### config.mk
export PLATFORM = sky130hd
export DESIGN_NAME = multilevel_ready_queue_scheduler
export DESIGN_NICKNAME = d
export VERILOG_FILES = /design/src/sv/mlrq_pkg.sv /design/src/sv/mlrq_ctrl.sv /design/src/sv/mlrq_dp.sv /design/src/sv/multilevel_ready_queue_scheduler.sv
export SDC_FILE = /design/constraint.sdc
export NUM_CORES = 2
export LEC_CHECK = 0
export BUFFER_PORTS_ARGS = -buffer_cell sky130_fd_sc_hd__buf_2
export CAP_MARGIN = 30
export CORE_MARGIN = 2
export CORE_UTILIZATION = 45
export DETAILED_ROUTE_END_ITERATION = 16
export PLACE_DENSITY = 0.72
export SLEW_MARGIN = 20
export SYNTH_ARGS = -nofsm -noshare
export SYNTH_HDL_FRONTEND = slang
export SYNTH_SLANG_ARGS = --single-unit
### constraint.sdc
create_clock -name clk -period 14.97 [get_ports clk]
set_clock_uncertainty 0.05 [all_clocks]
set_input_delay 1.497 -clock clk [delete_from_list [all_inputs] [get_ports clk]]
set_output_delay 1.497 -clock clk [all_outputs]
set_load 0.05 [all_outputs]
### src/sv/mlrq_pkg.sv
// Shared types, constants and state codes for the multilevel ready queue scheduler.
package mlrq_pkg;

    localparam int TASK_SLOTS = 64;
    localparam int LEVELS     = 5;
    localparam int SLOT_W     = $clog2(TASK_SLOTS);
    localparam int LVL_W      = $clog2(LEVELS);
    localparam int LEN_W      = $clog2(TASK_SLOTS + 1);
    localparam int SCAN_W     = $clog2(2 * LEVELS + 1);

    typedef enum logic [1:0] {
        ACT_ENQUEUE = 2'd0,
        ACT_REMOVE  = 2'd1,
        ACT_SELECT  = 2'd2,
        ACT_NONE    = 2'd3
    } action_t;

    typedef struct packed {
        logic [1:0] action;
        logic [5:0] task_index;
        logic [2:0] priority_req;
    } in_item_t;

    typedef struct packed {
        logic       ok;
        logic [5:0] chosen_task;
    } out_item_t;

    typedef enum logic [3:0] {
        ST_IDLE,
        ST_DECODE,
        ST_ENQ,
        ST_REM_LOOK,
        ST_REM_HEAD,
        ST_REM_WALK,
        ST_REM_FIX,
        ST_SEL_SCAN,
        ST_SEL_POP,
        ST_SEL_FIN,
        ST_DONE
    } state_t;

    typedef enum logic [3:0] {
        CMD_NONE,
        CMD_LATCH,
        CMD_ENQ,
        CMD_REM_LOOK,
        CMD_REM_HEAD,
        CMD_REM_START,
        CMD_REM_STEP,
        CMD_REM_FIX,
        CMD_SEL_STEP,
        CMD_SEL_POP,
        CMD_SEL_FIN,
        CMD_FAIL
    } cmd_t;

    typedef struct packed {
        logic     item_ok;
        action_t  act;
        logic     is_head;
        logic     walk_hit;
        logic     walk_end;
        logic     sel_hit;
        logic     scan_end;
    } dp_status_t;

endpackage

### src/sv/mlrq_ctrl.sv
// Controller state machine sequencing enqueue, remove and select operations.
module mlrq_ctrl
    import mlrq_pkg::*;
(
    input  logic       clk,
    input  logic       rst_n,
    input  logic       start,
    input  logic       out_free,
    input  dp_status_t status,
    output cmd_t       cmd,
    output logic       busy,
    output logic       finish
);

    state_t state_reg;
    state_t state_next;

    always_ff @(posedge clk or negedge rst_n)
    begin
        if (!rst_n)
            state_reg <= ST_IDLE;
        else
            state_reg <= state_next;
    end

    always_comb
    begin
        state_next = state_reg;
        cmd        = CMD_NONE;
        busy       = 1'b1;
        finish     = 1'b0;
        unique case (state_reg)
            ST_IDLE:
            begin
                busy = 1'b0;
                if (start)
                begin
                    cmd        = CMD_LATCH;
                    state_next = ST_DECODE;
                end
            end
            ST_DECODE:
            begin
                if (!status.item_ok)
                begin
                    cmd        = CMD_FAIL;
                    state_next = ST_DONE;
                end
                else
                begin
                    priority case (status.act)
                        ACT_ENQUEUE: state_next = ST_ENQ;
                        ACT_REMOVE:  state_next = ST_REM_LOOK;
                        default:     state_next = ST_SEL_SCAN;
                    endcase
                end
            end
            ST_ENQ:
            begin
                cmd        = CMD_ENQ;
                state_next = ST_DONE;
            end
            ST_REM_LOOK:
            begin
                cmd        = CMD_REM_LOOK;
                state_next = ST_REM_HEAD;
            end
            ST_REM_HEAD:
            begin
                if (status.is_head)
                begin
                    cmd        = CMD_REM_HEAD;
                    state_next = ST_DONE;
                end
                else
                begin
                    cmd        = CMD_REM_START;
                    state_next = ST_REM_WALK;
                end
            end
            ST_REM_WALK:
            begin
                if (status.walk_hit)
                begin
                    state_next = ST_REM_FIX;
                end
                else if (status.walk_end)
                begin
                    cmd        = CMD_REM_FIX;
                    state_next = ST_DONE;
                end
                else
                    cmd = CMD_REM_STEP;
            end
            ST_REM_FIX:
            begin
                cmd        = CMD_REM_FIX;
                state_next = ST_DONE;
            end
            ST_SEL_SCAN:
            begin
                if (status.sel_hit)
                begin
                    cmd        = CMD_SEL_POP;
                    state_next = ST_SEL_POP;
                end
                else if (status.scan_end)
                begin
                    cmd        = CMD_FAIL;
                    state_next = ST_DONE;
                end
                else
                    cmd = CMD_SEL_STEP;
            end
            ST_SEL_POP:
            begin
                state_next = ST_SEL_FIN;
            end
            ST_SEL_FIN:
            begin
                cmd        = CMD_SEL_FIN;
                state_next = ST_DONE;
            end
            ST_DONE:
            begin
                if (out_free)
                begin
                    finish     = 1'b1;
                    state_next = ST_IDLE;
                end
            end
            default:
            begin
                state_next = ST_IDLE;
            end
        endcase
    end

    a_fin_from_done: assert property (@(posedge clk) disable iff (!rst_n)
        finish |-> state_reg == ST_DONE)
        else $error("finish outside done state");
    a_done_reached: assert property (@(posedge clk) disable iff (!rst_n)
        (state_reg == ST_ENQ) |=> state_reg == ST_DONE)
        else $error("enqueue did not complete");
    a_idle_start: assert property (@(posedge clk) disable iff (!rst_n)
        (state_reg == ST_IDLE && start) |=> state_reg == ST_DECODE)
        else $error("start not taken");

endmodule

### src/sv/mlrq_dp.sv
// Datapath: slot link memories, per-level queue registers and result register.
module mlrq_dp
    import mlrq_pkg::*;
(
    input  logic       clk,
    input  logic       rst_n,
    input  in_item_t   in_item,
    input  cmd_t       cmd,
    output dp_status_t status,
    output out_item_t  result
);

    logic [SLOT_W-1:0] next_link_mem [TASK_SLOTS];
    logic [LVL_W-1:0]  slot_level_mem [TASK_SLOTS];
    logic [TASK_SLOTS-1:0] queued_reg;

    logic [SLOT_W-1:0] head_reg [LEVELS];
    logic [SLOT_W-1:0] tail_reg [LEVELS];
    logic [LEN_W-1:0]  len_reg [LEVELS];
    logic [LEN_W-1:0]  served_reg [LEVELS];

    action_t           act_reg;
    logic [SLOT_W-1:0] slot_reg;
    logic [2:0]        prio_reg;
    logic [LVL_W-1:0]  lvl_reg;
    logic [SLOT_W-1:0] prev_reg;
    logic [SLOT_W-1:0] link_rd_reg;
    logic [SLOT_W-1:0] walk_rd_reg;
    logic [LVL_W-1:0]  lvlmem_rd_reg;
    logic [LEN_W-1:0]  step_reg;
    logic [SCAN_W-1:0] scan_reg;
    logic [LVL_W-1:0]  scan_lvl;
    out_item_t         result_reg;

    logic [LVL_W-1:0]  rem_lvl;
    logic [SLOT_W-1:0] walk_addr;
    logic              scan_wrap;

    assign rem_lvl   = lvlmem_rd_reg;
    assign walk_addr = (cmd == CMD_REM_START) ? head_reg[rem_lvl] : walk_rd_reg;
    assign scan_wrap = (scan_reg >= SCAN_W'(LEVELS));
    assign scan_lvl  = scan_wrap ? LVL_W'(scan_reg - SCAN_W'(LEVELS)) : LVL_W'(scan_reg);

    always_comb
    begin
        status.act = act_reg;
        unique case (act_reg)
            ACT_ENQUEUE: status.item_ok = (32'(prio_reg) < LEVELS) && !queued_reg[slot_reg];
            ACT_REMOVE:  status.item_ok = queued_reg[slot_reg];
            ACT_SELECT:  status.item_ok = 1'b1;
            default:     status.item_ok = 1'b0;
        endcase
        status.is_head  = (head_reg[rem_lvl] == slot_reg);
        status.walk_hit = (walk_rd_reg == slot_reg);
        status.walk_end = (step_reg >= len_reg[rem_lvl]);
        status.sel_hit  = (served_reg[scan_lvl] < len_reg[scan_lvl]);
        status.scan_end = (scan_reg == SCAN_W'(2 * LEVELS - 1));
    end

    always_ff @(posedge clk)
    begin
        unique case (cmd)
            CMD_ENQ:
            begin
                if (len_reg[lvl_reg] != '0)
                    next_link_mem[tail_reg[lvl_reg]] <= slot_reg;
                slot_level_mem[slot_reg] <= lvl_reg;
            end
            CMD_REM_FIX:
            begin
                if (status.walk_hit && !status.walk_end && tail_reg[rem_lvl] != slot_reg)
                    next_link_mem[prev_reg] <= link_rd_reg;
            end
            default:
            begin
            end
        endcase
        if (cmd == CMD_REM_LOOK)
            lvlmem_rd_reg <= slot_level_mem[slot_reg];
        if (cmd == CMD_REM_START || cmd == CMD_REM_STEP)
            walk_rd_reg <= next_link_mem[walk_addr];
        link_rd_reg <= next_link_mem[(cmd == CMD_SEL_POP) ? head_reg[scan_lvl] : slot_reg];
    end

    always_ff @(posedge clk or negedge rst_n)
    begin
        if (!rst_n)
        begin
            queued_reg <= '0;
            for (int i = 0; i < LEVELS; i++)
            begin
                head_reg[i]   <= '0;
                tail_reg[i]   <= '0;
                len_reg[i]    <= '0;
                served_reg[i] <= '0;
            end
            act_reg    <= ACT_NONE;
            slot_reg   <= '0;
            prio_reg   <= '0;
            lvl_reg    <= '0;
            prev_reg   <= '0;
            step_reg   <= '0;
            scan_reg   <= '0;
            result_reg <= '0;
        end
        else
        begin
            unique case (cmd)
                CMD_LATCH:
                begin
                    act_reg  <= action_t'(in_item.action);
                    slot_reg <= in_item.task_index;
                    prio_reg <= in_item.priority_req;
                    lvl_reg  <= LVL_W'(in_item.priority_req);
                    scan_reg <= '0;
                    step_reg <= LEN_W'(1);
                end
                CMD_FAIL:
                begin
                    result_reg <= '0;
                    if (act_reg == ACT_SELECT)
                        served_reg[scan_lvl] <= '0;
                end
                CMD_ENQ:
                begin
                    if (len_reg[lvl_reg] == '0)
                        head_reg[lvl_reg] <= slot_reg;
                    tail_reg[lvl_reg]    <= slot_reg;
                    len_reg[lvl_reg]     <= len_reg[lvl_reg] + LEN_W'(1);
                    queued_reg[slot_reg] <= 1'b1;
                    result_reg           <= '{ok: 1'b1, chosen_task: '0};
                end
                CMD_REM_LOOK:
                begin
                end
                CMD_REM_HEAD:
                begin
                    if (len_reg[rem_lvl] > LEN_W'(1))
                    begin
                        head_reg[rem_lvl] <= link_rd_reg;
                        len_reg[rem_lvl]  <= len_reg[rem_lvl] - LEN_W'(1);
                    end
                    else
                    begin
                        head_reg[rem_lvl] <= '0;
                        tail_reg[rem_lvl] <= '0;
                        len_reg[rem_lvl]  <= '0;
                    end
                    queued_reg[slot_reg] <= 1'b0;
                    result_reg           <= '{ok: 1'b1, chosen_task: slot_reg};
                end
                CMD_REM_START:
                begin
                    prev_reg <= head_reg[rem_lvl];
                end
                CMD_REM_STEP:
                begin
                    prev_reg <= walk_rd_reg;
                    step_reg <= step_reg + LEN_W'(1);
                end
                CMD_REM_FIX:
                begin
                    if (status.walk_hit && !status.walk_end)
                    begin
                        if (len_reg[rem_lvl] == LEN_W'(1))
                        begin
                            head_reg[rem_lvl] <= '0;
                            tail_reg[rem_lvl] <= '0;
                        end
                        else if (tail_reg[rem_lvl] == slot_reg)
                            tail_reg[rem_lvl] <= prev_reg;
                        len_reg[rem_lvl] <= len_reg[rem_lvl] - LEN_W'(1);
                    end
                    else if (len_reg[rem_lvl] == '0)
                    begin
                        head_reg[rem_lvl] <= '0;
                        tail_reg[rem_lvl] <= '0;
                    end
                    queued_reg[slot_reg] <= 1'b0;
                    result_reg           <= '{ok: 1'b1, chosen_task: slot_reg};
                end
                CMD_SEL_STEP:
                begin
                    served_reg[scan_lvl] <= '0;
                    scan_reg             <= scan_reg + SCAN_W'(1);
                end
                CMD_SEL_POP:
                begin
                    lvl_reg  <= scan_lvl;
                    slot_reg <= head_reg[scan_lvl];
                end
                CMD_SEL_FIN:
                begin
                    if (len_reg[lvl_reg] == LEN_W'(1))
                    begin
                        head_reg[lvl_reg] <= '0;
                        tail_reg[lvl_reg] <= '0;
                    end
                    else
                        head_reg[lvl_reg] <= link_rd_reg;
                    len_reg[lvl_reg]     <= len_reg[lvl_reg] - LEN_W'(1);
                    served_reg[lvl_reg]  <= served_reg[lvl_reg] + LEN_W'(1);
                    queued_reg[slot_reg] <= 1'b0;
                    result_reg           <= '{ok: 1'b1, chosen_task: slot_reg};
                end
                default:
                begin
                end
            endcase
        end
    end

    assign result = result_reg;

    a_enq_sets: assert property (@(posedge clk) disable iff (!rst_n)
        (cmd == CMD_ENQ) |=> queued_reg[$past(slot_reg)])
        else $error("enqueued slot not marked");
    a_sel_clears: assert property (@(posedge clk) disable iff (!rst_n)
        (cmd == CMD_SEL_FIN) |=> !queued_reg[$past(slot_reg)] && result_reg.ok)
        else $error("selected slot still queued");
    a_scan_bound: assert property (@(posedge clk) disable iff (!rst_n)
        scan_reg <= SCAN_W'(2 * LEVELS - 1))
        else $error("scan index past second sweep");

endmodule

### src/sv/multilevel_ready_queue_scheduler.sv
// Top level of the multilevel ready queue scheduler.
// Usage:
//   in channel  (in_valid/in_ready/in_data): one operation per transfer:
//     enqueue a slot at a level, remove a queued slot, or select the next slot.
//   out channel (out_valid/out_ready/out_data): exactly one result per operation,
//     ok and the removed or selected slot.
// Throughput: one operation at a time. Remove walks the level's linked list one
// link per cycle; select scans one level per cycle over at most two sweeps. A new
// transfer can be taken in the cycle after the result leaves the output register.
// Reset: asynchronous, all queues empty and all served counts zero; link and
// level memories are not cleared and need no clearing pass.
// Stall: while out_ready is low the result is held in the output register and
// the next operation waits in its transfer until the result is taken.
module multilevel_ready_queue_scheduler
    import mlrq_pkg::*;
(
    input  logic      clk,
    input  logic      rst_n,
    input  logic      in_valid,
    output logic      in_ready,
    input  in_item_t  in_data,
    output logic      out_valid,
    input  logic      out_ready,
    output out_item_t out_data
);

    cmd_t       cmd;
    dp_status_t status;
    logic       busy;
    logic       finish;
    logic       pend_reg;
    logic       pend_next;
    out_item_t  dp_result;

    mlrq_ctrl u_ctrl (
        .clk      (clk),
        .rst_n    (rst_n),
        .start    (in_valid && in_ready),
        .out_free (!pend_reg),
        .status   (status),
        .cmd      (cmd),
        .busy     (busy),
        .finish   (finish)
    );

    mlrq_dp u_dp (
        .clk     (clk),
        .rst_n   (rst_n),
        .in_item (in_data),
        .cmd     (cmd),
        .status  (status),
        .result  (dp_result)
    );

    always_comb
    begin
        pend_next = pend_reg;
        if (out_valid && out_ready)
            pend_next = 1'b0;
        if (finish)
            pend_next = 1'b1;
    end

    always_ff @(posedge clk or negedge rst_n)
    begin
        if (!rst_n)
            pend_reg <= 1'b0;
        else
            pend_reg <= pend_next;
    end

    assign in_ready  = !busy && !pend_reg;
    assign out_valid = pend_reg;
    assign out_data  = dp_result;

    a_one_result: assert property (@(posedge clk) disable iff (!rst_n)
        (out_valid && !out_ready) |=> out_valid && $stable(out_data))
        else $error("pending result lost");
    a_no_take_busy: assert property (@(posedge clk) disable iff (!rst_n)
        out_valid |-> !in_ready)
        else $error("input taken while result pending");
    a_one_in_flight: assert property (@(posedge clk) disable iff (!rst_n)
        (in_valid && in_ready) |=> !in_ready)
        else $error("second transfer while operation in flight");

endmodule

## Word level (Yosys, flattened, before mapping)

Memories as Yosys holds them, arrays and structs flattened. A register that Yosys moved wholly into a read port is not among the register bits.
Index checks and enable logic that the tools add are counted.

| cells by class | value |
|---|---|
| add/sub/neg operators | 7 |
| magnitude comparators | 13 |
| equality and inequality tests | 42 |
| multiplexer cells | 113 |
| bitwise gates (word level) | 16 |
| reductions and logical operators | 36 |

Operators by type and width:

| kind | count |
|---|---|
| 30-bit two-way mux | 12 |
| 30-bit case mux with 4 select lines | 2 |
| 30-bit bitwise mux | 5 |
| 35-bit bitwise mux | 4 |
| 35-bit case mux with 4 select lines | 1 |
| 64-bit case mux with 2 select lines | 1 |
| 30-bit AND | 4 |
| 7-bit binary-select mux with 3-bit select | 5 |
| 35-bit two-way mux | 3 |
| 35-bit case mux with 3 select lines | 1 |
| 7-bit two-way mux | 13 |
| 6-bit two-way mux | 14 |
| 6-bit binary-select mux with 3-bit select | 4 |
| 4-bit case mux with 9 select lines | 2 |
| 35-bit AND | 2 |
| 35-bit inverter | 2 |
| 64-bit AND | 1 |
| 64-bit inverter | 1 |
| 64-bit OR | 1 |
| 7-bit demux with 3-bit select | 3 |
| 30-bit inverter | 2 |
| 4-bit two-way mux | 11 |
| 6-bit demux with 3-bit select | 2 |
| 4-bit by 3-bit == test with 1-bit output, second input constant | 8 |
| 53 further kinds | 123 |

| word-level totals | value |
|---|---|
| register bits | 237 |
| RAM bits | 576 |
| input bits | 15 |
| output and inout bits | 9 |
| word-level logic and storage cells | 261 |
| memories | 2 |

Memories:

| name | depth | bits a word | rd ports | clocked after memory_dff | write ports | RTL line | source |
|---|---|---|---|---|---|---|---|
| u_dp.next_link_mem | 64 | 6 | 2 | 2 | 1 | mlrq_dp.sv:13 | `logic [SLOT_W-1:0] next_link_mem [TASK_SLOTS];` |
| u_dp.slot_level_mem | 64 | 3 | 1 | 1 | 1 | mlrq_dp.sv:14 | `logic [LVL_W-1:0] slot_level_mem [TASK_SLOTS];` |

## Logic depth before layout (Yosys ltp)

| logic depth | value |
|---|---|
| depth after elaboration | 14 |
| depth in mapped cells | 28 |
| mapped depth without buffers | 21 |

## Hierarchy

From an unflattened synthesis, not the netlist that was laid out.

| unflattened totals | value |
|---|---|
| cells, all modules | 3,401 |
| area total of the unflattened synthesis | 41,718.8 um^2 |

Modules (own cells, without submodules):

| module | times used | cells each | area an instance (um^2) | sequential area each (um^2) |
|---|---|---|---|---|
| mlrq_dp | 1 | 3,324 | 41,160.7 | 23,495.0 |
| mlrq_ctrl | 1 | 72 | 509.2 | 100.1 |
| multilevel_ready_queue_scheduler | 1 | 5 | 48.8 | 25.0 |

## Least setup slack after synthesis

No wires, ideal clock.

| timing path | value |
|---|---|
| kind | register to register |
| from | reg u_dp.scan_reg[0] |
| to | reg u_dp.tail_reg[0] in the netlist's numbering |
| arrival | 5.199 ns |
| required time | 14.799 ns |
| path slack | 9.600 ns |
| stages on the path, launching flop included | 24 |
| path buffers | 3 |
| period minus slack after synthesis | 5.370 ns |
| cell sequence | dfrtp_1 > buf_2 > inv_1 > ha_1 > nand2b_1 > a211o_1 > nand2_1 > clkbuf_1 > buf_1 > a21oi_1 > a31oi_1 > o21ai_0 > ha_1 > nand4_1 > inv_1 > nand3_1 > o41ai_4 > a21oi_2 > o41a_1 > a32o_1 > nor3b_4 > a21boi_4 > nand2_2 > a22o_1 |

| between the ends | value |
|---|---|
| cells in the longest elaborated chain, start to end | 12 |

RTL lines:

| what | RTL line | source |
|---|---|---|
| from (decl) | mlrq_dp.sv:31 | `logic [SCAN_W-1:0] scan_reg;` |
| from (signal assigned) | mlrq_dp.sv:185 | `scan_reg <= scan_reg + SCAN_W'(1);` |
| 4-bit by 3-bit greater-or-equal comparator with 1-bit output / 3-bit subtractor (equally long branches) | mlrq_dp.sv:41, mlrq_dp.sv:42 |  |
| 3-bit two-way mux | mlrq_dp.sv:42 | `assign scan_lvl = scan_wrap ? LVL_W'(scan_reg - SCAN_W'(LEVELS)) : LVL_W'(scan_reg);` |
| 3-bit inverter with 4-bit output (implied by the code) | mlrq_dp.sv:56 | `status.sel_hit = (served_reg[scan_lvl] < len_reg[scan_lvl]);` |
| 7-bit binary-select mux with 3-bit select | mlrq_dp.sv:56 |  |
| 7-bit two-way mux (implied by the code) (2 in series) | mlrq_dp.sv:56 |  |
| 7-bit < comparator | mlrq_dp.sv:56 |  |
| 4-bit two-way mux * | mlrq_ctrl.sv:102 | `if (status.sel_hit)` |
| 4-bit case mux with 9 select lines * | mlrq_ctrl.sv:32 | `unique case (state_reg)` |
| 4-bit by 3-bit == test with 1-bit output (tied with other cells) | mlrq_dp.sv:108 | `unique case (cmd)` |
| 4-bit inequality test (no source line) (tied with other cells) | -- |  |
| 5-bit AND reduction (no source line) | -- |  |
| to (signal, indexed assignment) | mlrq_dp.sv:128 | `tail_reg[lvl_reg] <= slot_reg;` |
| to (signal, indexed assignment) | mlrq_dp.sv:171 | `tail_reg[rem_lvl] <= prev_reg;` |
| to (decl) | mlrq_dp.sv:18 | `logic [SLOT_W-1:0] tail_reg [LEVELS];` |

Mark *: on every way between the ends. The rest lies on a longest branch, timed or not. The select of a mux whose other input is x is not followed.
A chain may end at the register's enable or synchronous reset.

## Worst setup path after layout

| timing path | value |
|---|---|
| from | reg u_dp.scan_reg[0] |
| to | reg u_dp.link_rd_reg[3] (read register of u_dp.next_link_mem) |

| between the ends | value |
|---|---|
| cells in the longest elaborated chain, start to end | 11 |

RTL lines:

| what | RTL line | source |
|---|---|---|
| 4-bit by 3-bit greater-or-equal comparator with 1-bit output / 3-bit subtractor (equally long branches) | mlrq_dp.sv:41, mlrq_dp.sv:42 |  |
| 3-bit two-way mux | mlrq_dp.sv:42 |  |
| 3-bit inverter with 4-bit output (implied by the code) | mlrq_dp.sv:56, mlrq_dp.sv:82 |  |
| 7-bit binary-select mux with 3-bit select | mlrq_dp.sv:56 |  |
| 7-bit two-way mux (implied by the code) (2 in series) | mlrq_dp.sv:56 |  |
| 7-bit < comparator | mlrq_dp.sv:56 |  |
| 4-bit two-way mux | mlrq_ctrl.sv:102 |  |
| 4-bit case mux with 9 select lines | mlrq_ctrl.sv:32 |  |
| 4-bit == test | mlrq_dp.sv:82 | `link_rd_reg <= next_link_mem[(cmd == CMD_SEL_POP) ? head_reg[scan_lvl] : slot_reg];` |
| 6-bit two-way mux * | mlrq_dp.sv:82 |  |
| to (decl) | mlrq_dp.sv:27 | `logic [SLOT_W-1:0] link_rd_reg;` |

Marked as above.

==> flow_metrics.py <==
metrics = {
    "run_status": {
        "status": "completed",
    },
    "logic_synthesis": {
        "synth-simple-area-share_pct": 12.9,
        "synth_top_family_by_area": "compound AO/OA/AOI/OAI gates",
        "synth-xor-area-share_pct": 0.731,
        "synth_compound_area_share_pct": 16.8,
        "synth_most_common_cell": "edfxtp_1",
        "synth_top_area_share_pct": 41.9,
        "netlist.top_cell.by_area": "edfxtp_1",
        "synth_adder_area_share_pct": 0.686,
        "synth_fp_nets": 3787,
        "yosys-top-cells-area": "edfxtp_1 (42%), dfrtp_1 (14%), mux2i_1 (6.6%)",
        "synth_edf_count": 585,
        "synth_area_um2": 41900,
        "syn_inst": 3749,
        "ys_seq_area_share_pct": 56.3,
        "synth-seq-cells": 828,
        "async_reset_ff_share_pct": 28.6,
        "yosysUniqueCellTypes": 95,
        "yosysWarnings": 0,
        "synth_commonest_cells": "edfxtp_1 (585), nand2_1 (584), nor2_1 (300)",
        "synthMuxAreaShare_pct": 9.59,
        "syn_area_per_cell_um2": 11.2,
        "synth_ff_type": "edfxtp_1",
    },
    "route": {
        "drc": 0,
        "antenna_left": 0,
        "viasPerCell": 6.60,
        "wl_per_cell_um": 26.8,
        "dr.pass1.iters": 9,
        "drt_iter0_markers": 4973,
        "drt-total-wl_um": 134000,
        "vias": 32937,
    },
    "floorplanning": {
        "die_h_um": 309,
        "die_w_um": 309,
        "dieArea_um2": 95700,
        "placeableCoreArea_um2": 92100,
        "initial_core_util_pct": 45.6,
        "io_pins": 24,
        "rows": 111,
    },
    "placement": {
        "post-place-ws_ns": 7.69,
        "gp_congestion": 0.985,
        "hpwlAfterDp_um": 87200,
        "post-place-cells": 4823,
        "io_buffers": 23,
    },
    "clock_tree": {
        "clk_pin_slew_worst_paths_ns": 0.06,
        "cts_root_buf": "clkbuf_16",
        "cts_resized": 0,
        "cts_post_setup_buffers_inserted": 0,
        "worstSkewPairLatency_ns": 0.70,
        "hold_buffers": 0,
        "htreeDepth": 3,
        "cts_inserted_buffers": 87,
        "clockBufferDepth": 3,
        "cts_tree": "done",
        "cts_sinks": 828,
    },
    "timing": {
        "max_clock_freq_mhz": 132,
        "setup_viol": 0,
        "slew_viol_final": 0,
        "period_minus_slack_ns": 7.59,
        "hold_violations": 0,
        "tightest_slew_ns": 1.06,
        "post-route-period-util_pct": 50.7,
        "rsz0062_at_grt": "false",
        "tns_ns": 0,
        "slew_headroom_pct": 29.0,
        "worst_slack_ns": 7.38,
    },
    "critical_path": {
        "worstPathMaxFanout": 28,
        "reg2reg_slack_ns": 7.38,
        "crit-reg2reg-launch": "u_dp.scan_reg[0]",
        "critical_path.cell_chain": "inv_1 -> ha_1 -> nor3b_2 -> nor2_1 -> nor2_2 -> buf_4 -> nand2_1 -> a21oi_1 -> nor2_1 -> a2111oi_0 -> ha_1 -> nand4_1 -> nor2_1 -> a211oi_1 -> o41ai_4 -> a2111oi_1 -> a21o_1 -> buf_4 -> nor2b_2 -> buf_4 -> a211oi_1 -> a221oi_1 -> a21o_1",
        "critical_path_required_ns": 15.55,
        "worstSetupPathType": "reg -> reg",
        "worstSetupStartpointType": "register",
        "worst_setup_path_end_kind": "register",
        "cp_slowest_stage_delay_ns": 0.91,
        "r2r_cells": 23,
        "r2r-end": "u_dp.link_rd_reg[3]",
        "worst_ep_arrival_time_ns": 8.18,
        "critical-path-slowest-cell": "a2111oi_1",
    },
    "cells_and_area": {
        "area_delta_synth_final_pct": 9.78,
        "multiInputGateArea_um2": 17200,
        "regArea_um2": 23600,
        "top_register": "u_dp.next_link_mem",
        "fin_cells": 4988,
        "reg_top3": "u_dp.next_link_mem (384), u_dp.slot_level_mem (192)",
        "drive_gt1_share_pct": 9.96,
        "finalNetCount": 3711,
        "fill_cells": 8049,
        "largest_reg_flops": 384,
    },
    "pwr": {
        "power_density_nw_per_um2": 210,
        "peakVddDrop_mv": 0.137,
        "leakage_uw": 0.0166,
    },
    "grt": {
        "grt_max_degree": 135,
        "antenna_found_initial": 2,
        "grt_pass1_wl_um": 199000,
        "overflow": 0,
        "grt_pass1_vias": 31305,
        "grtUsageTotal_pct": 27.4,
    },
    "job": {
        "max_cap_violations": 0,
    },
    "hold_path": {
        "min_path_type": "reg -> reg",
        "holdPathStages": 2,
        "hold_start": "u_dp.prio_reg[2]",
        "hold_end": "u_dp.prio_reg[2]",
    },
}
-- power breakdown --
part           internal (uW)  switching, uW  leakage (uW)
registers               2920            336       0.00834
clock network           1220            948       0.00137
logic                   1340           2910       0.00693
-- cells by family after synthesis --
logic type,count (synthesis)
xor+xnor,35
simple gates,1229
fa+ha+maj,23
mux,363
buf+inv,288
compound gates,983
flops,828
-- final cells by class --
cell class	count	area share [%]
Tap cell	1243	3.38
Inverter	31	0.253
Clock buffer	112	5.08
Sequential cell	828	51.3
Antenna cell	1	0.00543
Multi-Input combinational cell	2633	37.3
Timing Repair Buffer	92	1.54
Clock inverter	48	1.10
-- metrics by stage --
stage | utilization (%) | area [um2] | hold WS (ns) | power [uW]
CTS | 49.9 | 46000 | 0.430 | 9520
global placement | 46.8 | 43100 | 0.405 | 7310
detailed placement | 46.8 | 43100 | 0.412 | 7370
finish | 50.0 | 46000 | 0.429 | 9680
floorplan | - | 41900 | 0.389 | 5980
global route | 50.0 | 46000 | 0.465 | 10000
-- layer usage --
layer	GRT usage (%)	vias up	part of all wire, %
met3	5.81	432	11
met1	37.6	16237	40
met4	12.0	2	4.8
li1	-	14102	-
met2	42.0	2164	45
met5	0	-	0.0097
-- worst max-delay path, delay by kind of cell (launching register included) --
kind / cells / cell delay [ns]
AND/OR/NAND/NOR: 8 / 1.83
AO/OA/AOI/OAI: 9 / 3.26
adder cells (fa/ha/maj): 2 / 0.58
flip-flops: 1 / 0.50
buffers and inverters: 4 / 1.29
-- layout by cell type, fill, tap and decap left out, types with 62 or more instances in the layout --
cell       synthesis  layout
edfxtp_1         585     585
nand2_1          584     583
nor2_1           300     297
mux2i_1          276     275
dfrtp_1          235     229
a21oi_1          167     164
a22oi_1          157     157
nand3_1          140     140
o21ai_0          130     130
a22o_1            98      98
clkbuf_16          0      87
a31oi_1           71      70
mux2_2            62      62
-- worst max path at each step --
stage | slack (ns) | startpoint | depth (start not counted) | end
finish | 7.38 | u_dp.scan_reg[0] | 23 | u_dp.link_rd_reg[3]
global route | 7.10 | u_dp.scan_reg[0] | 22 | u_dp.link_rd_reg[5]
CTS | 7.64 | u_dp.scan_reg[0] | 23 | u_dp.link_rd_reg[3]
floorplan | 9.60 | u_dp.scan_reg[0] | 23 | u_dp.tail_reg[0]
global placement | 7.51 | u_dp.scan_reg[0] | 23 | u_dp.link_rd_reg[3]
detailed placement | 7.69 | u_dp.scan_reg[0] | 23 | u_dp.link_rd_reg[3]
Power figures use the tool's default switching activity.
